===== src/hdl/clw_pkg.sv =====
// Package for the character-LCD text-to-bus writer.
// Holds field widths, request and register codes, and the controller/datapath structs.
// No dependencies.
`timescale 1ns / 1ps
`default_nettype none

package clw_pkg;

  localparam int KIND_W = 2;
  localparam int CHAR_W = 8;
  localparam int ROW_W = 2;
  localparam int COL_W = 6;
  localparam int COL_DEPTH = 1 << COL_W;
  localparam int ROWS_W = 3;
  localparam int ADDR_W = 7;
  localparam int CFG_IDX_W = 3;
  localparam int CFG_DATA_W = 6;

  localparam int TAB_STOP_DEF = 4;
  localparam int COLUMN_LIMIT_DEF = 63;
  localparam int MAX_RESULTS = 24;
  localparam int CNT_W = $clog2(MAX_RESULTS + 1);

  localparam logic [KIND_W-1:0] KIND_PUT = 2'd0;
  localparam logic [KIND_W-1:0] KIND_MOVE = 2'd1;
  localparam logic [KIND_W-1:0] KIND_CLEAR = 2'd2;

  localparam logic [CFG_IDX_W-1:0] CFG_FOUR_BIT = 3'd0;
  localparam logic [CFG_IDX_W-1:0] CFG_ROWS = 3'd1;
  localparam logic [CFG_IDX_W-1:0] CFG_COLUMNS = 3'd2;
  localparam logic [CFG_IDX_W-1:0] CFG_ROW_BREAK = 3'd3;
  localparam logic [CFG_IDX_W-1:0] CFG_LINE_END = 3'd4;

  localparam logic RST_FOUR_BIT = 1'b1;
  localparam logic [ROWS_W-1:0] RST_ROWS = 3'd2;
  localparam logic [COL_W-1:0] RST_COLUMNS = 6'd16;
  localparam logic [COL_W-1:0] RST_ROW_BREAK = 6'd16;
  localparam logic [COL_W-1:0] RST_LINE_END = 6'd16;

  localparam logic [CHAR_W-1:0] CHAR_NEWLINE = 8'd10;
  localparam logic [CHAR_W-1:0] CHAR_TAB = 8'd9;
  localparam logic [CHAR_W-1:0] CHAR_SPACE = 8'h20;
  localparam logic [CHAR_W-1:0] CMD_CLEAR = 8'h01;
  localparam logic [CHAR_W-1:0] CMD_SET_ADDR = 8'h80;

  localparam logic [1:0] BSRC_DATA = 2'd0;
  localparam logic [1:0] BSRC_CLEAR = 2'd1;
  localparam logic [1:0] BSRC_ADDR = 2'd2;

  localparam logic [1:0] GSRC_TARGET = 2'd0;
  localparam logic [1:0] GSRC_NEWLINE = 2'd1;
  localparam logic [1:0] GSRC_CURSOR = 2'd2;

  typedef struct packed {
    logic       start;
    logic       byte_load;
    logic [1:0] byte_src;
    logic       push;
    logic       nib_lo;
    logic       flush;
    logic       col_adv;
    logic       goto_load;
    logic [1:0] goto_src;
    logic       div_start;
    logic       cursor_set;
    logic       cursor_clear;
  } clw_cmd_t;

  typedef struct packed {
    logic [KIND_W-1:0] kind;
    logic              is_nl;
    logic              is_tab;
    logic              four_bit;
    logic              tx_ready;
    logic              div_busy;
    logic              need_div;
    logic              split;
    logic              wrap_hit;
    logic              tab_aligned;
  } clw_sts_t;

endpackage

`default_nettype wire


===== src/hdl/clw_in_if.sv =====
// Request channel interface: valid/ready handshake with the request fields.
// Depends on clw_pkg.
`timescale 1ns / 1ps
`default_nettype none

interface clw_in_if import clw_pkg::*; ();
  logic              valid;
  logic              ready;
  logic [KIND_W-1:0] kind;
  logic [CHAR_W-1:0] char_code;
  logic [ROW_W-1:0]  target_row;
  logic [COL_W-1:0]  target_col;

  modport source (output valid, output kind, output char_code, output target_row,
                  output target_col, input ready);
  modport sink (input valid, input kind, input char_code, input target_row,
                input target_col, output ready);
endinterface

`default_nettype wire


===== src/hdl/clw_out_if.sv =====
// Bus-transfer channel interface: valid/ready handshake with one LCD bus transfer.
// Depends on clw_pkg.
`timescale 1ns / 1ps
`default_nettype none

interface clw_out_if import clw_pkg::*; ();
  logic              valid;
  logic              ready;
  logic              register_select;
  logic [CHAR_W-1:0] bus_value;
  logic              last;

  modport source (output valid, output register_select, output bus_value, output last,
                  input ready);
  modport sink (input valid, input register_select, input bus_value, input last,
                output ready);
endinterface

`default_nettype wire


===== src/hdl/clw_divider.sv =====
// Restoring remainder unit, one quotient bit per cycle, for the address layouts.
// Depends on clw_pkg.
`timescale 1ns / 1ps
`default_nettype none

module clw_divider import clw_pkg::*; (
  input  logic             clk,
  input  logic             rst_n,
  input  logic             start,
  input  logic [COL_W-1:0] dividend,
  input  logic [COL_W-1:0] divisor,
  output logic             busy,
  output logic [COL_W-1:0] rem
);

  localparam int STEP_W = $clog2(COL_W);

  logic              busy_r, busy_nxt;
  logic [STEP_W-1:0] step_r, step_nxt;
  logic [COL_W-1:0]  rem_r, rem_nxt;
  logic [COL_W-1:0]  dvd_r, dvd_nxt;
  logic [COL_W-1:0]  dsr_r, dsr_nxt;
  logic [COL_W:0]    shifted;

  always_comb begin
    busy_nxt = busy_r;
    step_nxt = step_r;
    rem_nxt  = rem_r;
    dvd_nxt  = dvd_r;
    dsr_nxt  = dsr_r;
    shifted  = {rem_r, dvd_r[COL_W-1]};
    if (start) begin
      busy_nxt = 1'b1;
      step_nxt = STEP_W'(COL_W - 1);
      rem_nxt  = '0;
      dvd_nxt  = dividend;
      dsr_nxt  = divisor;
    end else if (busy_r) begin
      dvd_nxt = {dvd_r[COL_W-2:0], 1'b0};
      if (shifted >= {1'b0, dsr_r}) begin
        rem_nxt = COL_W'(shifted - {1'b0, dsr_r});
      end else begin
        rem_nxt = shifted[COL_W-1:0];
      end
      if (step_r == '0) begin
        busy_nxt = 1'b0;
      end else begin
        step_nxt = step_r - STEP_W'(1);
      end
    end
  end

  always_ff @(posedge clk) begin
    if (!rst_n) begin
      busy_r <= 1'b0;
      step_r <= '0;
    end else begin
      busy_r <= busy_nxt;
      step_r <= step_nxt;
    end
    rem_r <= rem_nxt;
    dvd_r <= dvd_nxt;
    dsr_r <= dsr_nxt;
  end

  // A zero divisor subtracts nothing, so the dividend shifts whole into the remainder.
  assign busy = busy_r;
  assign rem  = rem_r;

endmodule

`default_nettype wire


===== src/hdl/clw_tx_stage.sv =====
// Transfer output stage: a one-deep hold stage that tags the final transfer, then the
// output register. Counts transfers per request and drops those beyond the limit.
// Depends on clw_pkg and clw_out_if.
`timescale 1ns / 1ps
`default_nettype none

module clw_tx_stage import clw_pkg::*; (
  input  logic              clk,
  input  logic              rst_n,
  input  logic              clear,
  input  logic              push,
  input  logic              push_rs,
  input  logic [CHAR_W-1:0] push_val,
  input  logic              flush,
  output logic              tx_ready,
  clw_out_if.source         out_chan
);

  localparam logic [CNT_W-1:0] CNT_MAX = CNT_W'(MAX_RESULTS);

  logic              pend_valid_r;
  logic              pend_rs_r;
  logic [CHAR_W-1:0] pend_val_r;
  logic              out_valid_r;
  logic              out_rs_r;
  logic [CHAR_W-1:0] out_val_r;
  logic              out_last_r;
  logic [CNT_W-1:0]  cnt_r;
  logic              out_free;
  logic              push_eff;
  logic              flush_eff;
  logic              move;

  assign out_free  = !out_valid_r || out_chan.ready;
  assign tx_ready  = !pend_valid_r || out_free;
  assign push_eff  = push && tx_ready && (cnt_r < CNT_MAX);
  assign flush_eff = flush && tx_ready;
  assign move      = pend_valid_r && out_free && (push_eff || flush_eff);

  always_ff @(posedge clk) begin
    if (!rst_n) begin
      out_valid_r  <= 1'b0;
      pend_valid_r <= 1'b0;
      cnt_r        <= '0;
    end else begin
      if (move) begin
        out_valid_r <= 1'b1;
      end else if (out_chan.ready) begin
        out_valid_r <= 1'b0;
      end
      if (push_eff) begin
        pend_valid_r <= 1'b1;
      end else if (flush_eff) begin
        pend_valid_r <= 1'b0;
      end
      if (clear) begin
        cnt_r <= '0;
      end else if (push_eff) begin
        cnt_r <= cnt_r + CNT_W'(1);
      end
    end
    if (move) begin
      out_rs_r   <= pend_rs_r;
      out_val_r  <= pend_val_r;
      out_last_r <= flush_eff;
    end
    if (push_eff) begin
      pend_rs_r  <= push_rs;
      pend_val_r <= push_val;
    end
  end

  assign out_chan.valid           = out_valid_r;
  assign out_chan.register_select = out_rs_r;
  assign out_chan.bus_value       = out_val_r;
  assign out_chan.last            = out_last_r;

`ifndef SYNTHESIS
  a_cnt_bound: assert property (@(posedge clk) disable iff (!rst_n)
    cnt_r <= CNT_MAX)
    else $error("transfer count passed its limit");

  a_flush_last: assert property (@(posedge clk) disable iff (!rst_n)
    (flush && tx_ready && pend_valid_r) |=> (out_chan.valid && out_chan.last))
    else $error("flushed transfer not presented as final");

  a_push_not_last: assert property (@(posedge clk) disable iff (!rst_n)
    (push_eff && pend_valid_r && !flush) |=> (out_chan.valid && !out_chan.last))
    else $error("displaced transfer marked final");

  a_push_holds: assert property (@(posedge clk) disable iff (!rst_n)
    push_eff |=> pend_valid_r)
    else $error("accepted transfer lost from hold stage");
`endif

endmodule

`default_nettype wire


===== src/hdl/clw_datapath.sv =====
// Datapath: configuration registers, request and cursor registers, address layouts,
// remainder unit and transfer output stage. Depends on clw_pkg, clw_divider,
// clw_tx_stage and clw_out_if.
`timescale 1ns / 1ps
`default_nettype none

module clw_datapath import clw_pkg::*; #(
  parameter int TAB_STOP     = TAB_STOP_DEF,
  parameter int COLUMN_LIMIT = COLUMN_LIMIT_DEF
) (
  input  logic                  clk,
  input  logic                  rst_n,
  input  clw_cmd_t              cmd,
  output clw_sts_t              sts,
  input  logic                  cfg_we,
  input  logic [CFG_IDX_W-1:0]  cfg_index,
  input  logic [CFG_DATA_W-1:0] cfg_data,
  input  logic [KIND_W-1:0]     in_kind,
  input  logic [CHAR_W-1:0]     in_char_code,
  input  logic [ROW_W-1:0]      in_target_row,
  input  logic [COL_W-1:0]      in_target_col,
  clw_out_if.source             out_chan
);

  localparam logic [COL_W:0] COL_LIM = (COL_W + 1)'(COLUMN_LIMIT);

  logic              four_bit_r;
  logic [ROWS_W-1:0] rows_r;
  logic [COL_W-1:0]  cols_r;
  logic [COL_W-1:0]  row_break_r;
  logic [COL_W-1:0]  line_end_r;

  logic [KIND_W-1:0] kind_r;
  logic [CHAR_W-1:0] char_r;
  logic [ROW_W-1:0]  trow_r;
  logic [COL_W-1:0]  tcol_r;

  logic [ROW_W-1:0]  cur_row_r;
  logic [COL_W-1:0]  cur_col_r;
  logic [ROW_W-1:0]  g_row_r;
  logic [COL_W-1:0]  g_col_r;
  logic [CHAR_W-1:0] byte_r;
  logic              rs_r;

  logic [ROWS_W-1:0] nl_sum;
  logic [ROW_W-1:0]  nl_row;
  logic [COL_W:0]    col_sum;
  logic [COL_W-1:0]  col_next;
  logic              split;
  logic              four_row;
  logic              is_tab;
  logic              quot_nz;
  logic [COL_W-1:0]  div_rem;
  logic              div_busy;
  logic [ADDR_W-1:0] addr;
  logic [CHAR_W-1:0] push_val;
  logic              tx_ready;
  logic [COL_DEPTH-1:0] tab_mask;

  for (genvar gi = 0; gi < COL_DEPTH; gi++) begin : g_tab
    assign tab_mask[gi] = ((gi % TAB_STOP) == 0);
  end

  assign split    = row_break_r > line_end_r;
  assign four_row = rows_r == ROWS_W'(4);
  assign is_tab   = char_r == CHAR_TAB;
  assign nl_sum   = {1'b0, cur_row_r} + ROWS_W'(1);
  assign nl_row   = (nl_sum == rows_r) ? '0 : nl_sum[ROW_W-1:0];
  assign col_sum  = {1'b0, cur_col_r} + (COL_W + 1)'(1);
  assign col_next = (col_sum > COL_LIM) ? '0 : col_sum[COL_W-1:0];
  assign quot_nz  = (line_end_r == '0) || (g_col_r >= line_end_r);

  always_comb begin
    if (split) begin
      addr = {quot_nz, div_rem};
    end else if (four_row) begin
      addr = {g_row_r[0], {COL_W{1'b0}}} + (g_row_r[1] ? {1'b0, row_break_r} : '0)
             + {1'b0, div_rem};
    end else begin
      addr = {(g_row_r != '0), g_col_r};
    end
  end

  always_comb begin
    if (!four_bit_r) begin
      push_val = byte_r;
    end else if (cmd.nib_lo) begin
      push_val = {4'b0, byte_r[3:0]};
    end else begin
      push_val = {4'b0, byte_r[7:4]};
    end
  end

  always_ff @(posedge clk) begin
    if (!rst_n) begin
      four_bit_r  <= RST_FOUR_BIT;
      rows_r      <= RST_ROWS;
      cols_r      <= RST_COLUMNS;
      row_break_r <= RST_ROW_BREAK;
      line_end_r  <= RST_LINE_END;
      cur_row_r   <= '0;
      cur_col_r   <= '0;
    end else begin
      if (cfg_we) begin
        case (cfg_index)
          CFG_FOUR_BIT:  four_bit_r  <= cfg_data[0];
          CFG_ROWS:      rows_r      <= cfg_data[ROWS_W-1:0];
          CFG_COLUMNS:   cols_r      <= cfg_data[COL_W-1:0];
          CFG_ROW_BREAK: row_break_r <= cfg_data[COL_W-1:0];
          CFG_LINE_END:  line_end_r  <= cfg_data[COL_W-1:0];
          default: begin
          end
        endcase
      end
      if (cmd.cursor_clear) begin
        cur_row_r <= '0;
        cur_col_r <= '0;
      end else if (cmd.cursor_set) begin
        cur_row_r <= g_row_r;
        cur_col_r <= g_col_r;
      end else if (cmd.col_adv) begin
        cur_col_r <= col_next;
      end
    end
    if (cmd.start) begin
      kind_r <= in_kind;
      char_r <= in_char_code;
      trow_r <= in_target_row;
      tcol_r <= in_target_col;
    end
    if (cmd.goto_load) begin
      case (cmd.goto_src)
        GSRC_TARGET: begin
          g_row_r <= trow_r;
          g_col_r <= tcol_r;
        end
        GSRC_NEWLINE: begin
          g_row_r <= nl_row;
          g_col_r <= '0;
        end
        GSRC_CURSOR: begin
          g_row_r <= cur_row_r;
          g_col_r <= cur_col_r;
        end
        default: begin
          g_row_r <= cur_row_r;
          g_col_r <= cur_col_r;
        end
      endcase
    end
    if (cmd.byte_load) begin
      case (cmd.byte_src)
        BSRC_DATA: begin
          byte_r <= is_tab ? CHAR_SPACE : char_r;
          rs_r   <= 1'b1;
        end
        BSRC_CLEAR: begin
          byte_r <= CMD_CLEAR;
          rs_r   <= 1'b0;
        end
        BSRC_ADDR: begin
          byte_r <= CMD_SET_ADDR | {1'b0, addr};
          rs_r   <= 1'b0;
        end
        default: begin
          byte_r <= byte_r;
          rs_r   <= rs_r;
        end
      endcase
    end
  end

  clw_divider u_div (
    .clk      (clk),
    .rst_n    (rst_n),
    .start    (cmd.div_start),
    .dividend (g_col_r),
    .divisor  (split ? line_end_r : row_break_r),
    .busy     (div_busy),
    .rem      (div_rem)
  );

  clw_tx_stage u_tx (
    .clk      (clk),
    .rst_n    (rst_n),
    .clear    (cmd.start),
    .push     (cmd.push),
    .push_rs  (rs_r),
    .push_val (push_val),
    .flush    (cmd.flush),
    .tx_ready (tx_ready),
    .out_chan (out_chan)
  );

  always_comb begin
    sts.kind        = kind_r;
    sts.is_nl       = char_r == CHAR_NEWLINE;
    sts.is_tab      = is_tab;
    sts.four_bit    = four_bit_r;
    sts.tx_ready    = tx_ready;
    sts.div_busy    = div_busy;
    sts.need_div    = split || four_row;
    sts.split       = split;
    sts.wrap_hit    = col_next == cols_r;
    sts.tab_aligned = tab_mask[cur_col_r];
  end

endmodule

`default_nettype wire


===== src/hdl/clw_ctrl.sv =====
// Controller state machine: sequences each request into bus transfers, cursor moves
// and address commands. Depends on clw_pkg.
`timescale 1ns / 1ps
`default_nettype none

module clw_ctrl import clw_pkg::*; #(
  parameter int TAB_STOP = TAB_STOP_DEF
) (
  input  logic     clk,
  input  logic     rst_n,
  input  logic     in_valid,
  output logic     in_ready,
  input  clw_sts_t sts,
  output clw_cmd_t cmd
);

  localparam int ST_W = 4;
  localparam logic [ST_W-1:0] S_IDLE      = 4'd0;
  localparam logic [ST_W-1:0] S_DECODE    = 4'd1;
  localparam logic [ST_W-1:0] S_PUT       = 4'd2;
  localparam logic [ST_W-1:0] S_SEND_HI   = 4'd3;
  localparam logic [ST_W-1:0] S_SEND_LO   = 4'd4;
  localparam logic [ST_W-1:0] S_PUT_ADV   = 4'd5;
  localparam logic [ST_W-1:0] S_PUT_SPLIT = 4'd6;
  localparam logic [ST_W-1:0] S_TAB_CHK   = 4'd7;
  localparam logic [ST_W-1:0] S_GOTO      = 4'd8;
  localparam logic [ST_W-1:0] S_GOTO_DIV  = 4'd9;
  localparam logic [ST_W-1:0] S_GOTO_ADDR = 4'd10;
  localparam logic [ST_W-1:0] S_FINISH    = 4'd11;

  localparam int N_W = $clog2(TAB_STOP + 1);
  localparam logic [N_W-1:0] TAB_N = N_W'(TAB_STOP);

  logic [ST_W-1:0] state_r, state_nxt;
  logic [ST_W-1:0] send_ret_r, send_ret_nxt;
  logic [ST_W-1:0] goto_ret_r, goto_ret_nxt;
  logic [N_W-1:0]  n_r, n_nxt;
  logic            tab_more;

  assign tab_more = sts.is_tab && !sts.tab_aligned && (n_r < TAB_N);
  assign in_ready = state_r == S_IDLE;

  always_comb begin
    state_nxt    = state_r;
    send_ret_nxt = send_ret_r;
    goto_ret_nxt = goto_ret_r;
    n_nxt        = n_r;
    cmd          = '0;
    case (state_r)
      S_IDLE: begin
        if (in_valid) begin
          cmd.start = 1'b1;
          state_nxt = S_DECODE;
        end
      end
      S_DECODE: begin
        case (sts.kind)
          KIND_PUT: begin
            if (sts.is_nl) begin
              cmd.goto_load = 1'b1;
              cmd.goto_src  = GSRC_NEWLINE;
              goto_ret_nxt  = S_FINISH;
              state_nxt     = S_GOTO;
            end else begin
              n_nxt     = '0;
              state_nxt = S_PUT;
            end
          end
          KIND_MOVE: begin
            cmd.goto_load = 1'b1;
            cmd.goto_src  = GSRC_TARGET;
            goto_ret_nxt  = S_FINISH;
            state_nxt     = S_GOTO;
          end
          KIND_CLEAR: begin
            cmd.byte_load    = 1'b1;
            cmd.byte_src     = BSRC_CLEAR;
            cmd.cursor_clear = 1'b1;
            send_ret_nxt     = S_FINISH;
            state_nxt        = S_SEND_HI;
          end
          default: begin
            state_nxt = S_IDLE;
          end
        endcase
      end
      S_PUT: begin
        cmd.byte_load = 1'b1;
        cmd.byte_src  = BSRC_DATA;
        n_nxt         = n_r + N_W'(1);
        send_ret_nxt  = S_PUT_ADV;
        state_nxt     = S_SEND_HI;
      end
      S_SEND_HI: begin
        if (sts.tx_ready) begin
          cmd.push  = 1'b1;
          state_nxt = sts.four_bit ? S_SEND_LO : send_ret_r;
        end
      end
      S_SEND_LO: begin
        if (sts.tx_ready) begin
          cmd.push   = 1'b1;
          cmd.nib_lo = 1'b1;
          state_nxt  = send_ret_r;
        end
      end
      S_PUT_ADV: begin
        cmd.col_adv = 1'b1;
        if (sts.wrap_hit) begin
          cmd.goto_load = 1'b1;
          cmd.goto_src  = GSRC_NEWLINE;
          goto_ret_nxt  = S_PUT_SPLIT;
          state_nxt     = S_GOTO;
        end else begin
          state_nxt = S_PUT_SPLIT;
        end
      end
      S_PUT_SPLIT: begin
        if (sts.split) begin
          cmd.goto_load = 1'b1;
          cmd.goto_src  = GSRC_CURSOR;
          goto_ret_nxt  = S_TAB_CHK;
          state_nxt     = S_GOTO;
        end else begin
          state_nxt = tab_more ? S_PUT : S_FINISH;
        end
      end
      S_TAB_CHK: begin
        state_nxt = tab_more ? S_PUT : S_FINISH;
      end
      S_GOTO: begin
        if (sts.need_div) begin
          cmd.div_start = 1'b1;
          state_nxt     = S_GOTO_DIV;
        end else begin
          state_nxt = S_GOTO_ADDR;
        end
      end
      S_GOTO_DIV: begin
        if (!sts.div_busy) begin
          state_nxt = S_GOTO_ADDR;
        end
      end
      S_GOTO_ADDR: begin
        cmd.byte_load  = 1'b1;
        cmd.byte_src   = BSRC_ADDR;
        cmd.cursor_set = 1'b1;
        send_ret_nxt   = goto_ret_r;
        state_nxt      = S_SEND_HI;
      end
      S_FINISH: begin
        if (sts.tx_ready) begin
          cmd.flush = 1'b1;
          state_nxt = S_IDLE;
        end
      end
      default: begin
        state_nxt = S_IDLE;
      end
    endcase
  end

  always_ff @(posedge clk) begin
    if (!rst_n) begin
      state_r    <= S_IDLE;
      send_ret_r <= S_IDLE;
      goto_ret_r <= S_IDLE;
      n_r        <= '0;
    end else begin
      state_r    <= state_nxt;
      send_ret_r <= send_ret_nxt;
      goto_ret_r <= goto_ret_nxt;
      n_r        <= n_nxt;
    end
  end

`ifndef SYNTHESIS
  a_accept_idle: assert property (@(posedge clk) disable iff (!rst_n)
    (in_valid && in_ready) |=> (state_r == S_DECODE))
    else $error("accepted request did not start decoding");

  a_one_action: assert property (@(posedge clk) disable iff (!rst_n)
    $countones({cmd.push, cmd.flush, cmd.byte_load, cmd.goto_load}) <= 1)
    else $error("conflicting datapath commands");

  a_tab_bound: assert property (@(posedge clk) disable iff (!rst_n)
    n_r <= TAB_N)
    else $error("tab space count passed its limit");

  a_div_wait: assert property (@(posedge clk) disable iff (!rst_n)
    cmd.div_start |=> (state_r == S_GOTO_DIV && sts.div_busy))
    else $error("remainder unit did not start");
`endif

endmodule

`default_nettype wire


===== src/hdl/char_lcd_text_to_bus_writer.sv =====
// Top level of the character-LCD text-to-bus writer: controller plus datapath.
// Depends on clw_pkg, clw_in_if, clw_out_if, clw_ctrl and clw_datapath.
//
//   Channel   Direction  Handshake        Carries
//   in_chan   sink       valid / ready    kind, char_code, target_row, target_col
//   out_chan  source     valid / ready    register_select, bus_value, last
//   cfg_*     sink       cfg_we only      cfg_index, cfg_data
//
// One request is worked at a time; in_chan.ready is high only while the sequencer idles.
// A plain character is sent as two nibble transfers in 4-bit mode or one in 8-bit mode;
// a move sends one address command. Each address command also waits for the
// shared remainder divider under the split or four-row layouts; a tab repeats the sequence.
// Reset is synchronous on rst_n; an output stall holds the sequencer at its next transfer.
`timescale 1ns / 1ps
`default_nettype none

module char_lcd_text_to_bus_writer import clw_pkg::*; #(
  parameter int TAB_STOP     = TAB_STOP_DEF,
  parameter int COLUMN_LIMIT = COLUMN_LIMIT_DEF
) (
  input  logic                  clk,
  input  logic                  rst_n,
  clw_in_if.sink                in_chan,
  clw_out_if.source             out_chan,
  input  logic                  cfg_we,
  input  logic [CFG_IDX_W-1:0]  cfg_index,
  input  logic [CFG_DATA_W-1:0] cfg_data
);

  clw_cmd_t cmd;
  clw_sts_t sts;
  logic     in_ready;

  assign in_chan.ready = in_ready;

  clw_ctrl #(
    .TAB_STOP (TAB_STOP)
  ) u_ctrl (
    .clk      (clk),
    .rst_n    (rst_n),
    .in_valid (in_chan.valid),
    .in_ready (in_ready),
    .sts      (sts),
    .cmd      (cmd)
  );

  clw_datapath #(
    .TAB_STOP     (TAB_STOP),
    .COLUMN_LIMIT (COLUMN_LIMIT)
  ) u_dp (
    .clk           (clk),
    .rst_n         (rst_n),
    .cmd           (cmd),
    .sts           (sts),
    .cfg_we        (cfg_we),
    .cfg_index     (cfg_index),
    .cfg_data      (cfg_data),
    .in_kind       (in_chan.kind),
    .in_char_code  (in_chan.char_code),
    .in_target_row (in_chan.target_row),
    .in_target_col (in_chan.target_col),
    .out_chan      (out_chan)
  );

endmodule

`default_nettype wire

===== src/flat_wrapper.sv =====
// flat-port wrapper written by rule: the top's interface ports become plain ports
module char_lcd_text_to_bus_writer_flat import clw_pkg::*;
#(
  parameter int TAB_STOP     = TAB_STOP_DEF,
  parameter int COLUMN_LIMIT = COLUMN_LIMIT_DEF
)
  (clk, rst_n, cfg_we, cfg_index, cfg_data, in_chan_valid, in_chan_kind, in_chan_char_code, in_chan_target_row, in_chan_target_col, in_chan_ready, out_chan_valid, out_chan_register_select, out_chan_bus_value, out_chan_last, out_chan_ready);
  clw_in_if in_chan_i ();
  clw_out_if out_chan_i ();
  input  logic clk;
  input  logic rst_n;
  input  logic cfg_we;
  input  logic [CFG_IDX_W-1:0] cfg_index;
  input  logic [CFG_DATA_W-1:0] cfg_data;
  input wire logic [$bits(in_chan_i.valid)-1:0] in_chan_valid;
  input wire logic [$bits(in_chan_i.kind)-1:0] in_chan_kind;
  input wire logic [$bits(in_chan_i.char_code)-1:0] in_chan_char_code;
  input wire logic [$bits(in_chan_i.target_row)-1:0] in_chan_target_row;
  input wire logic [$bits(in_chan_i.target_col)-1:0] in_chan_target_col;
  output wire logic [$bits(in_chan_i.ready)-1:0] in_chan_ready;
  output wire logic [$bits(out_chan_i.valid)-1:0] out_chan_valid;
  output wire logic [$bits(out_chan_i.register_select)-1:0] out_chan_register_select;
  output wire logic [$bits(out_chan_i.bus_value)-1:0] out_chan_bus_value;
  output wire logic [$bits(out_chan_i.last)-1:0] out_chan_last;
  input wire logic [$bits(out_chan_i.ready)-1:0] out_chan_ready;
  assign in_chan_i.valid = in_chan_valid;
  assign in_chan_i.kind = in_chan_kind;
  assign in_chan_i.char_code = in_chan_char_code;
  assign in_chan_i.target_row = in_chan_target_row;
  assign in_chan_i.target_col = in_chan_target_col;
  assign in_chan_ready = in_chan_i.ready;
  assign out_chan_valid = out_chan_i.valid;
  assign out_chan_register_select = out_chan_i.register_select;
  assign out_chan_bus_value = out_chan_i.bus_value;
  assign out_chan_last = out_chan_i.last;
  assign out_chan_i.ready = out_chan_ready;
  char_lcd_text_to_bus_writer #(.TAB_STOP(TAB_STOP), .COLUMN_LIMIT(COLUMN_LIMIT)) u_core (.clk(clk), .rst_n(rst_n), .in_chan(in_chan_i), .out_chan(out_chan_i), .cfg_we(cfg_we), .cfg_index(cfg_index), .cfg_data(cfg_data));
endmodule

===== config.mk =====
export PLATFORM = sky130hd
export DESIGN_NAME = char_lcd_text_to_bus_writer_flat
export DESIGN_NICKNAME = d
export VERILOG_FILES = /design/src/hdl/clw_pkg.sv /design/src/hdl/clw_in_if.sv /design/src/hdl/clw_out_if.sv /design/src/hdl/clw_divider.sv /design/src/hdl/clw_tx_stage.sv /design/src/hdl/clw_datapath.sv /design/src/hdl/clw_ctrl.sv /design/src/hdl/char_lcd_text_to_bus_writer.sv /design/src/flat_wrapper.sv
export SDC_FILE = /design/constraint.sdc
export NUM_CORES = 1
export LEC_CHECK = 0
export BUFFER_PORTS_ARGS = -buffer_cell sky130_fd_sc_hd__buf_2
export CAP_MARGIN = 25
export CORE_MARGIN = 3
export CORE_UTILIZATION = 50
export CTS_CLUSTER_DIAMETER = 150
export CTS_CLUSTER_SIZE = 14
export DETAILED_ROUTE_END_ITERATION = 16
export GPL_TIMING_DRIVEN = 0
export PLACE_DENSITY_LB_ADDON = 0.12
export SLEW_MARGIN = 15
export SYNTH_ARGS = -nofsm -noshare
export SYNTH_HDL_FRONTEND = slang
export SYNTH_HIERARCHICAL = 1
export SYNTH_SLANG_ARGS = --single-unit
export TNS_END_PERCENT = 1

===== constraint.sdc =====
create_clock -name clk -period 5.1 [get_ports clk]
set_input_delay 1.02 -clock clk [delete_from_list [all_inputs] [get_ports clk]]
set_output_delay 1.02 -clock clk [all_outputs]
set_load 0.02 [all_outputs]

==> out/metrics.csv, run 1 <==
stage;metric;value;unit
timing;Fin. Hold Viols;0;
global_route;grt ovf;0;
hold_path;Hold Crit Class;reg -> reg;
worst_setup_path;critical path endpoint;u_core/u_dp/g_row_r[1]$_DFFE_PP_;
drt;TritonRoute pass-1 iters;5;
global_route;vias in the first global route;5470;
drt;drt wl/cell;16.8;um
synth;Synth warnings;6;
synth;Yosys reg bits;129;
synth;Post-synth ARST share;0;%
run;Max Cap Violations;0;
timing;Highest Clock Rate;264;MHz
clock_tree;htree depth;4;
synth;EDFF count, synth;66;
placement;hpwl dp;11900;um
synth;post-synthesis average cell area;10.5;um^2
timing;worst slew pin tran;985;ps
worst_setup_path;r2r setup slk;1320;ps
timing;min cycle time layout;3780;ps
floorplanning;total die area;16000;um^2
worst_setup_path;worst r2r path cells;10;
global_route;antenna violations before repair;0;
timing;RSZ-0062 raised after global routing;no;
timing;endpoints failing setup;0;
drt;DRT Wirelength;15900;um
synth;Mapped Area;7270;um^2
worst_setup_path;arrival time of the worst setup path;3840;ps
finish;post-layout net count;821;
clock_tree;setup repair bufs after CTS;0;
floorplanning;Initial Util;51.8;%
timing;Final Skew;9.25;ps
finish;fin cells;945;
finish;Fill cells;1181;
finish;Register Area;3240;um^2
worst_setup_path;CP Launch Type;register;
placement;routability cong.;0.908;
drt;ANT nets after route;0;
power_and_ir_drop;worst vdd ir;0.000222;V
clock_tree;cts hold-fix bufs;0;
timing;Setup TNS;0;ps
synth;sequential-to-total area share from yosys stat;44.6;%
outcome;outcome;finished, final reports clean;
drt;vias per inst;5.75;
global_route;GRT Overall Usage;20.9;%
finish;layout cells sized above 1;17.3;%
synth;cells after synthesis;690;
timing;Tcrit/Tclk final;74.2;%
drt;DRC errors left;0;
worst_setup_path;R2R Path End;u_core/u_dp/g_row_r[1]$_DFFE_PP_;
floorplanning;Ports;44;
clock_tree;Worst-Skew Late Latency;420;ps
timing;max-slew violation count;0;
placement;I/O Buffers;43;
clock_tree;CTS root buffer;clkbuf_16;
power_and_ir_drop;total power;0.00351;W
finish;Syn-to-layout area delta;14.1;%
clock_tree;CTS buffer count;17;
placement;dpl cells;913;
finish;multi-input logic area;3630;um^2
clock_tree;CTS tree;built;
worst_setup_path;WS Path Type;reg -> reg;
power_and_ir_drop;Pleak;3.16;nW
clock_tree;Worst-path clk slew;60;ps
floorplanning;core area;14000;um^2
timing;Max transition margin;34.3;%
synth;syn nets;759;
worst_setup_path;critical path peak fanout;13;
drt;First DRT Iteration DRCs;354;
worst_setup_path;Required @ worst endpoint;5150;ps
clock_tree;# resized after CTS;0;
finish;Ant. Diodes;0;
worst_setup_path;CP endpoint kind;register;
synth;top_reg_cell synth;edfxtp_1;
floorplanning;DIE WIDTH;127;um
clock_tree;CTS Buffer Depth;2;
global_route;first-pass GRT wire length;26900;um
global_route;largest net degree at the start of global routing;20;
floorplanning;Die Span Y;127;um
worst_setup_path;R2R Path Start;u_core/u_dp/cur_col_r[0]$_SDFFE_PN0N_;
drt;vias;5438;
power_and_ir_drop;Pwr Density;423;nW/um^2
clock_tree;clock sink total;129;
synth;post-synthesis cell type count;101;
timing;Hold WS;418;ps
worst_setup_path;crit path from;u_core/u_dp/cur_col_r[0]$_SDFFE_PN0N_;
floorplanning;num rows;43;
## flip-flops by register name (all words and copies together) (netlist names), 3 cells and up
name,cells
u_core/u_ctrl/n_r,3
u_core/u_dp/u_div/rem,6
u_core/u_ctrl/send_ret_r,4
u_core/u_dp/cur_col_r,6
u_core/u_dp/u_div/step_r,3
u_core/u_ctrl/state_r,4
u_core/u_dp/line_end_r,6
u_core/u_dp/byte_r,8
u_core/u_dp/row_break_r,6
u_core/u_dp/u_div/dsr_r,6
u_core/u_dp/u_div/dvd_r,6
u_core/u_dp/u_tx/out_chan.bus_value,8
u_core/u_dp/rows_r,3
u_core/u_dp/char_r,8
u_core/u_dp/cols_r,6
u_core/u_ctrl/goto_ret_r,4
u_core/u_dp/u_tx/cnt_r,5
u_core/u_dp/g_col_r,6
u_core/u_dp/u_tx/pend_val_r,8
u_core/u_dp/tcol_r,6
## metal layers
metal / up-vias / GRT usage [%] / wire, um
li1: 2661 / - / -
met4: 0 / 6.88 / 295
met2: 138 / 34.7 / 7710
met3: 23 / 4.25 / 672
met5: - / 0 / 0
met1: 2616 / 27.5 / 7240
## cell usage in the layout, fill, tap and decap left out, drive strengths merged, types with 5 or more instances in the layout
cell,Yosys,layout
mux2,15,15
mux2i,25,25
o21a,7,7
a31oi,6,6
clkinvlp,1,6
nand2b,21,21
a211oi,8,8
o21ai,32,32
nand4b,6,6
ha,35,35
nand3,14,14
inv,39,42
dfxtp,63,63
nor2,36,36
clkbuf,11,28
xor2,5,5
nor3b,7,7
a21boi,6,6
o31ai,5,5
a221oi,6,6
o311ai,5,5
a21o,6,6
edfxtp,66,66
clkinv,1,6
nor2b,38,38
and2,14,14
a22o,6,6
xnor2,12,12
o211ai,6,6
a21oi,35,35
nor3,10,10
and3,8,8
nand2,48,48
buf,22,65
## worst min-delay path by stage
stage / cells past startpoint / from / endpoint / slack, ps
global placement: 0 / u_core/u_dp/u_tx/pend_val_r[7]$_DFFE_PP_ / u_core/u_dp/u_tx/out_chan.bus_value[7]$_DFFE_PP_ / 400
floorplan: 0 / u_core/u_dp/u_tx/pend_val_r[0]$_DFFE_PP_ / u_core/u_dp/u_tx/out_chan.bus_value[0]$_DFFE_PP_ / 400
global route: 0 / u_core/u_dp/u_tx/pend_val_r[6]$_DFFE_PP_ / u_core/u_dp/u_tx/out_chan.bus_value[6]$_DFFE_PP_ / 430
CTS: 0 / u_core/u_dp/u_tx/pend_val_r[3]$_DFFE_PP_ / u_core/u_dp/u_tx/out_chan.bus_value[3]$_DFFE_PP_ / 420
finish: 0 / u_core/u_dp/u_tx/pend_val_r[3]$_DFFE_PP_ / u_core/u_dp/u_tx/out_chan.bus_value[3]$_DFFE_PP_ / 420
detailed placement: 0 / u_core/u_dp/u_tx/pend_val_r[3]$_DFFE_PP_ / u_core/u_dp/u_tx/out_chan.bus_value[3]$_DFFE_PP_ / 410
## area by class of cell
cell class,count,share of cell area [%]
multi-input cells,486,43.8
flip-flops and latches,129,39.1
clock buffers,17,5.13
plain buffers,34,2.84
well taps,180,2.72
repair buffers,43,2.60
clock inverters,15,1.92
inverters,41,1.87
## cells in the mapped netlist (11+ instances only)
master,instances,area share (%)
a21oi_1,34,2.3
and2_1,14,1.2
dfxtp_1,63,17
edfxtp_1,66,27
ha_1,35,6.0
inv_1,38,2.0
mux2_1,11,1.7
mux2i_1,25,3.4
nand2_1,47,2.4
nand2b_1,20,1.7
nand3_1,11,0.76
nor2_1,34,1.8
nor2b_1,38,3.3
o21ai_0,25,1.7
xnor2_1,11,1.3
## stage by stage
step | util, % | cell area (um^2) | worst slack, ps
floorplan | - | 7270 | 2190
global placement | 54.9 | 7710 | 1430
detailed placement | 54.9 | 7710 | 1400
CTS | 59.0 | 8290 | 1390
global route | 59.0 | 8290 | 1050
finish | 59.0 | 8290 | 1320
## report_power, final
part	total, W	internal (W)	switching [W]
logic	0.000902	0.000376	0.000526
registers	0.00142	0.00129	0.000123
clock network	0.00119	0.000722	0.000465
## critical path, cell delays in order (launching register included)
cell       delay (ps)
dfxtp_1           330
buf_4             180
inv_1              90
ha_1              380
a2bb2oi_1         180
nor2_4            100
o211ai_2          200
a211o_1           320
a222oi_1          870
nand4b_1          280
a31oi_4           480
## cell families (layout without fill, tap and decap cells)
group / after synthesis / after routing / synth area share [%]
adders and majority gates: 37 / 37 / 6.58
and+or+nand+nor: 232 / 232 / 18.6
AOI/OAI and AO/OA: 160 / 160 / 16.7
DFF: 129 / 129 / 44.6
buffers and inverters: 75 / 150 / 5.37
xor gates and xnor gates: 17 / 17 / 2.36
muxes: 40 / 40 / 5.77
Note: power is estimated with default switching activity, not from simulation.
==> run 2, diff against run 1 <==
--- a/config.mk
+++ b/config.mk
@@ -5,6 +5,7 @@
 export SDC_FILE = /design/constraint.sdc
 export NUM_CORES = 1
 export LEC_CHECK = 0
+export ABC_AREA = 1
 export BUFFER_PORTS_ARGS = -buffer_cell sky130_fd_sc_hd__buf_2
 export CAP_MARGIN = 25
 export CORE_MARGIN = 3
==> constraint.sdc (replaced) <==
create_clock -name clk -period 3.35 [get_ports clk]
set_input_delay 0.67 -clock clk [delete_from_list [all_inputs] [get_ports clk]]
set_output_delay 0.67 -clock clk [all_outputs]
set_load 0.02 [all_outputs]
==> run 2 against run 1 <==
Total power rose by 39%. Design area fell by 2.2%. Non-clock buffer count fell by 18. Largest power group unchanged.
==> out/metrics.csv, run 2 <==
stage;metric;value;unit
outcome;outcome;finished, final reports clean;
synth;EDFF count, synth;66;
hold_path;Min-Delay Startpoint;u_core/u_dp/u_tx/pend_val_r[6]$_DFFE_PP_;
synth;most frequent cell after synthesis;nand2_1;
hold_path;Hold Crit Class;reg -> reg;
clock_tree;clock sink total;129;
synth;Mapped Area;7080;um^2
worst_setup_path;WS Path Type;reg -> reg;
finish;final non-filler cell area;8110;um^2
synth;post-synth top area cell;edfxtp_1;
clock_tree;# resized after CTS;0;
power_and_ir_drop;Pleak;3.70;nW
global_route;GRT Overall Usage;20.3;%
clock_tree;Worst-path clk slew;60;ps
synth;Yosys top cell area share;28.0;%
timing;Hold WS;417;ps
worst_setup_path;Required @ worst endpoint;3520;ps
synth;Yosys reg bits;129;
drt;TritonRoute pass-1 iters;5;
clock_tree;CTS Buffer Depth;2;
power_and_ir_drop;switch share;31.0;%
drt;DRT Wirelength;15500;um
worst_setup_path;critical path peak fanout;10;
synth;Post-Synth XOR/XNOR Area;1.11;%
timing;min cycle time layout;2950;ps
power_and_ir_drop;Pwr Density;602;nW/um^2
floorplanning;core area;13600;um^2
synth;Simple-Gate Fraction of Synth Area;26.7;%
global_route;first-pass GRT wire length;25900;um
finish;commonest non-fill, non-tap cell in the layout;nand2_1;
power_and_ir_drop;Comb pwr share;20.6;%
timing;max-slew violation count;0;
floorplanning;num rows;42;
clock_tree;htree depth;4;
finish;commonest non-fill, non-tap cells in the layout;nand2_1 (208), inv_1 (132), nor2_1 (90);
timing;Fin. Hold Viols;0;
power_and_ir_drop;worst vdd ir;0.000368;V
synth;post-synthesis cell type count;45;
synth;sequential-to-total area share from yosys stat;45.8;%
placement;hpwl dp;11700;um
global_route;vias in the first global route;5313;
timing;Final Skew;7.29;ps
timing;RSZ-0062 raised after global routing;no;
clock_tree;CTS buffer count;17;
placement;routability cong.;0.884;
synth;Post-synth ARST share;0;%
timing;endpoints failing setup;0;
global_route;grt ovf;0;
finish;layout cells sized above 1;14.1;%
worst_setup_path;crit path from;u_core/u_dp/line_end_r[4]$_SDFFE_PN1P_;
run;Max Cap Violations;0;
synth;Adder-Cell Fraction of Synth Area;6.75;%
placement;placement-stage cell area;7530;um^2
timing;Highest Clock Rate;339;MHz
worst_setup_path;R2R Path Start;u_core/u_dp/line_end_r[4]$_SDFFE_PN1P_;
synth;main combinational cell family by area after synthesis;simple AND/OR/NAND/NOR gates;
synth;post-synthesis average cell area;8.00;um^2
synth;syn nets;954;
global_route;antenna violations before repair;0;
power_and_ir_drop;P_int;0.00337;W
floorplanning;Initial Util;52.2;%
synth;synth cell count leaders;nand2_1 (208), inv_1 (132), nor2_1 (92);
finish;Ant. Diodes;0;
power_and_ir_drop;Net Sw Power;0.00151;W
clock_tree;CTS tree;built;
floorplanning;DIE WIDTH;125;um
timing;worst slew pin tran;713;ps
power_and_ir_drop;sequential fraction of design power;42.3;%
synth;top cells by area, synth;edfxtp_1 (28%), dfxtp_1 (18%), nand2_1 (11%), inv_1 (7.0%), ha_1 (6.2%);
synth;Synth warnings;6;
floorplanning;Ports;44;
clock_tree;CTS root buffer;clkbuf_16;
drt;ANT nets after route;0;
timing;Setup TNS;0;ps
placement;I/O Buffers;43;
synth;compound-cell area share of the yosys netlist;10.6;%
drt;DRC errors left;0;
synth;cells after synthesis;885;
worst_setup_path;CP Launch Type;register;
synth;top_reg_cell synth;edfxtp_1;
clock_tree;Worst-Skew Late Latency;420;ps
power_and_ir_drop;total power;0.00488;W
clock_tree;cts hold-fix bufs;0;
drt;First DRT Iteration DRCs;428;
timing;Max transition margin;52.3;%
drt;vias;5768;
drt;drt wl/cell;13.7;um
finish;post-layout net count;1017;
worst_setup_path;arrival time of the worst setup path;3120;ps
floorplanning;total die area;15600;um^2
floorplanning;Die Span Y;125;um
global_route;largest net degree at the start of global routing;17;
finish;Syn-to-layout area delta;14.6;%
power_and_ir_drop;part of the power in the clock network;37.1;%
drt;vias per inst;5.08;
timing;Tcrit/Tclk final;88.1;%
worst_setup_path;CP endpoint kind;register;
finish;post-layout util;59.8;%
clock_tree;setup repair bufs after CTS;0;
synth;multiplexer share of the synthesized area;0;%
-- run 2: changes by cell type after synthesis, moves of 10 or more --
cell | before | now
nor2_2 | 0 | 10
nand2_2 | 1 | 12
mux2_1 | 11 | 0
nand3_1 | 11 | 59
and2_1 | 14 | 0
mux2i_1 | 25 | 0
inv_1 | 38 | 132
o21ai_0 | 25 | 49
nor2b_1 | 38 | 0
nor2_1 | 34 | 92
nand2_1 | 47 | 208
nand2b_1 | 20 | 0
-- run 2: metal layers --
layer	vias up	wire length (um)	GRT usage, %	share of wire (%)
li1	3019	-	-	-
met3	30	589	4.09	3.8
met2	134	7020	31.7	45
met5	-	0	0	0
met1	2585	7590	28.2	49
met4	0	331	7.65	2.1
-- run 2: final cells by class --
class,count,area (um^2)
buffer,15,90.1
clock buffer,19,443
clock inverter,12,136
fill,1263,5450
inverter,146,551
multi-input combinational,595,3200
sequential,129,3240
tap,176,220
timing repair buffer,44,226
-- run 2: kinds of logic (layout without fill, tap and decap cells) --
kind of cell / Yosys count / in the layout
and+or+nand+nor: 420 / 420
AOI/OAI and AO/OA: 129 / 129
xor gates and xnor gates: 9 / 9
adders and majority gates: 37 / 37
DFF: 129 / 129
buffers and inverters: 161 / 236
-- run 2: per-stage QoR --
step | worst slack, ps | std cells
5_1_grt | 76.3 | 1136
3_3_place_gp | 255 | 1104
6_report | 397 | 1136
2_1_floorplan | 806 | 885
4_1_cts | 203 | 1136
3_5_place_dp | 228 | 1105
-- run 2: path summary, 6_finish.rpt --
check | end | slack, ps | cells past startpoint
worst min-delay path | u_core/u_dp/u_tx/out_chan.bus_value[6]$_DFFE_PP_ | 420 | 0
worst max-delay path | u_core/u_dp/u_div/dvd_r[1]$_DFFE_PP_ | 400 | 15
worst min register to register | u_core/u_dp/u_tx/out_chan.bus_value[6]$_DFFE_PP_ | 420 | 0
worst max register to register | u_core/u_dp/u_div/dvd_r[1]$_DFFE_PP_ | 400 | 15
-- run 2: critical path: stages, from the launching register on --
cell,delay (ps)
dfxtp_1,370
inv_1,90
ha_1,270
nand2_1,70
nor2_1,140
o21ai_0,110
o211ai_1,90
nand2_1,180
clkbuf_1,250
nand2_1,150
nand3_1,100
inv_1,280
buf_6,190
clkinv_1,220
nand2_1,130
nand2_1,70
-- run 2: power by group through the flow --
| stage | clock network (W) | registers, W | logic (W) |
|---|---|---|---|
| 2_1_floorplan | 0 | 0.00204 | 0.000770 |
| 3_3_place_gp | 0 | 0.00210 | 0.000977 |
| 3_5_place_dp | 0 | 0.00210 | 0.00100 |
| 4_1_cts | 0.00184 | 0.00206 | 0.00101 |
| 5_1_grt | 0.00192 | 0.00208 | 0.00115 |
| 6_report | 0.00181 | 0.00206 | 0.00101 |
==> run 3, diff against run 2 <==
--- a/config.mk
+++ b/config.mk
@@ -6,13 +6,13 @@
 export NUM_CORES = 1
 export LEC_CHECK = 0
 export ABC_AREA = 1
-export BUFFER_PORTS_ARGS = -buffer_cell sky130_fd_sc_hd__buf_2
 export CAP_MARGIN = 25
 export CORE_MARGIN = 3
 export CORE_UTILIZATION = 50
 export CTS_CLUSTER_DIAMETER = 150
 export CTS_CLUSTER_SIZE = 14
 export DETAILED_ROUTE_END_ITERATION = 16
+export DONT_BUFFER_PORTS = 1
 export GPL_TIMING_DRIVEN = 0
 export PLACE_DENSITY_LB_ADDON = 0.12
 export SLEW_MARGIN = 15
==> constraint.sdc (replaced) <==
create_clock -name clk -period 2.5 [get_ports clk]
set_input_delay 0.5 -clock clk [delete_from_list [all_inputs] [get_ports clk]]
set_output_delay 0.5 -clock clk [all_outputs]
set_load 0.02 [all_outputs]
==> run 3 against run 2 <==
The flow now finishes with violations (setup timing). Worst setup slack worse by 470 ps. Sequential power up 35%. Non-clock buffer count down 31. Largest cell class is now multi-input gates. Highest routed layer is now met5.
==> out/metrics.csv, run 3 (synthesized netlist as in run 2, its figures left out) <==
stage;metric;value;unit
outcome;failing checks;setup timing;
drt;DRT Wirelength;16700;um
drt;vias;5897;
placement;dpl cells;1062;
global_route;GRT met2 Usage;35.1;%
floorplanning;total die area;15600;um^2
floorplanning;Initial Util;52.2;%
finish;post-layout net count;986;
outcome;outcome;finished with violations;
finish;Ant. Diodes;0;
clock_tree;CTS tree;built;
finish;layout cells sized above 1;15.9;%
worst_setup_path;slowest stage cell, crit path;dfxtp_4;
drt;drt wl/cell;15.1;um
worst_setup_path;critical path peak fanout;6;
timing;Fin. Hold Viols;0;
clock_tree;Worst-path clk slew;60;ps
timing;worst slew pin tran;724;ps
finish;Syn-to-layout area delta;15.5;%
finish;fin cells;1106;
global_route;antenna violations before repair;3;
drt;DRC errors left;0;
drt;First DRT Iteration DRCs;403;
global_route;grt ovf;0;
run;Max Cap Violations;0;
clock_tree;CTS Buffer Depth;2;
clock_tree;CTS buffer count;17;
drt;vias per inst;5.33;
clock_tree;clock sink total;129;
power_and_ir_drop;Pleak;3.61;nW
clock_tree;CTS root buffer;clkbuf_16;
global_route;met3 Track Usage GR;6.31;%
power_and_ir_drop;Pwr Density;796;nW/um^2
finish;commonest non-fill, non-tap cells in the layout;nand2_1 (202), inv_1 (124), nor2_1 (84);
worst_setup_path;most used cell, CP;nand2_1;
worst_setup_path;arrival time of the worst setup path;2740;ps
timing;Max transition margin;51.5;%
timing;Setup TNS;-812;ps
global_route;vias in the first global route;5650;
timing;RSZ-0062 raised after global routing;yes;
floorplanning;DIE WIDTH;125;um
timing;Tcrit/Tclk final;103;%
floorplanning;Ports;44;
global_route;first-pass GRT wire length;27300;um
timing;setup slack after layout;-75.4;ps
clock_tree;cts hold-fix bufs;0;
clock_tree;Worst-Skew Late Latency;420;ps
timing;Highest Clock Rate;388;MHz
finish;commonest non-fill, non-tap cell in the layout;nand2_1;
power_and_ir_drop;worst vdd ir;0.000542;V
worst_setup_path;r2r setup slk;-80;ps
timing;min cycle time layout;2580;ps
drt;TritonRoute pass-1 iters;5;
finish;Fill cells;1197;
global_route;busiest grt layer;met2;
finish;Register Area;3260;um^2
worst_setup_path;CP Launch Type;register;
global_route;GR Util met1;27.1;%
placement;routability cong.;0.902;
worst_setup_path;crit path cell chain;ha_4, nand2_4, inv_4, nor2_4, nand2_1, nor2_1, nand3_1, nand2_2, nand2_4, buf_6, nand2_1, xor2_1, nand2_1, nor2_4, nand2_2, o41ai_2, inv_2, buf_6, nand3_1, o21ai_0;
finish;post-layout util;60.3;%
floorplanning;num rows;42;
hold_path;Hold Crit Class;in -> reg;
clock_tree;htree depth;4;
global_route;largest net degree at the start of global routing;17;
drt;ANT nets after route;0;
worst_setup_path;Required @ worst endpoint;2660;ps
placement;I/O Buffers;0;
global_route;GRT Overall Usage;21.5;%
timing;max-slew violation count;0;
timing;endpoints failing setup;16;
worst_setup_path;crit-path max cell delay;370;ps
floorplanning;Die Span Y;125;um
worst_setup_path;CP endpoint kind;register;
timing;Final Skew;6.51;ps
finish;multi-input logic area;3340;um^2
placement;hpwl dp;12400;um
worst_setup_path;WS Path Type;reg -> reg;
floorplanning;core area;13600;um^2
-- run 3: cell count changes in the layout (fill, tap and decap cells not counted), moves of 6 or more --
cell / delta
buf_2: -41
buf_4: +9
dfxtp_1: -6
inv_1: -8
nand2_1: -6
nor2_1: -6
-- run 3: layout make-up --
| type | instances | area share [%] |
|---|---|---|
| multi-input cells | 595 | 40.9 |
| flip-flops and latches | 129 | 39.8 |
| inverters | 146 | 7.00 |
| clock buffers | 18 | 5.25 |
| well taps | 176 | 2.69 |
| clock inverters | 14 | 1.61 |
| repair buffers | 14 | 1.48 |
| plain buffers | 14 | 1.27 |
-- run 3: stage by stage --
step / hold WS (ps) / area [um^2] / worst slack [ps] / power, W
after floorplan: 400 / 7080 / 0.978 / 0.00376
after global placement: 405 / 7300 / -574 / 0.00406
after detailed placement: 408 / 7320 / -662 / 0.00413
after CTS: 155 / 8070 / -142 / 0.00651
after global routing: 150 / 8170 / -258 / 0.00686
final: 170 / 8170 / -75.4 / 0.00650
-- run 3: path summary, 6_finish.rpt --
check,endpoint,cells past startpoint,startpoint
worst max register to register,u_core/u_dp/g_col_r[5]$_DFFE_PP_,20,u_core/u_dp/cur_col_r[0]$_SDFFE_PN0N_
worst min register to register,u_core/u_dp/u_tx/out_chan.register_select$_DFFE_PP_,0,u_core/u_dp/u_tx/pend_rs_r$_DFFE_PP_
worst max-delay path,u_core/u_dp/g_col_r[5]$_DFFE_PP_,20,u_core/u_dp/cur_col_r[0]$_SDFFE_PN0N_
worst min-delay path,u_core/u_dp/char_r[5]$_DFFE_PP_,0,in_chan_char_code[5]
-- run 3: routing by layer --
layer	share of wire (%)	routed length (um)
met1	44	7340
met2	47	7910
met3	5.7	950
met4	2.6	427
met5	0.19	32
-- run 3: what timing repair did --
action | 4_1_cts | 5_1_grt
gates resized for setup | 34 | 39
setup endpoints to repair | 46 | 49
buffers inserted | 10 | 2
cloned | 1 | 0
pin swaps | 12 | 18
-- run 3: where the power goes --
| group | internal (W) | switching [W] |
|---|---|---|
| Combinational | 0.000462 | 0.000921 |
| Sequential | 0.00256 | 0.000212 |
| Clock | 0.00138 | 0.000966 |
-- run 3: critical path, delay by kind of cell (launching register included) --
family / cells / cell delay (ps)
simple gates: 12 / 1090
flops: 1 / 370
buf+inv: 4 / 370
fa+ha+maj: 1 / 180
compound gates: 2 / 160
xor+xnor: 1 / 150
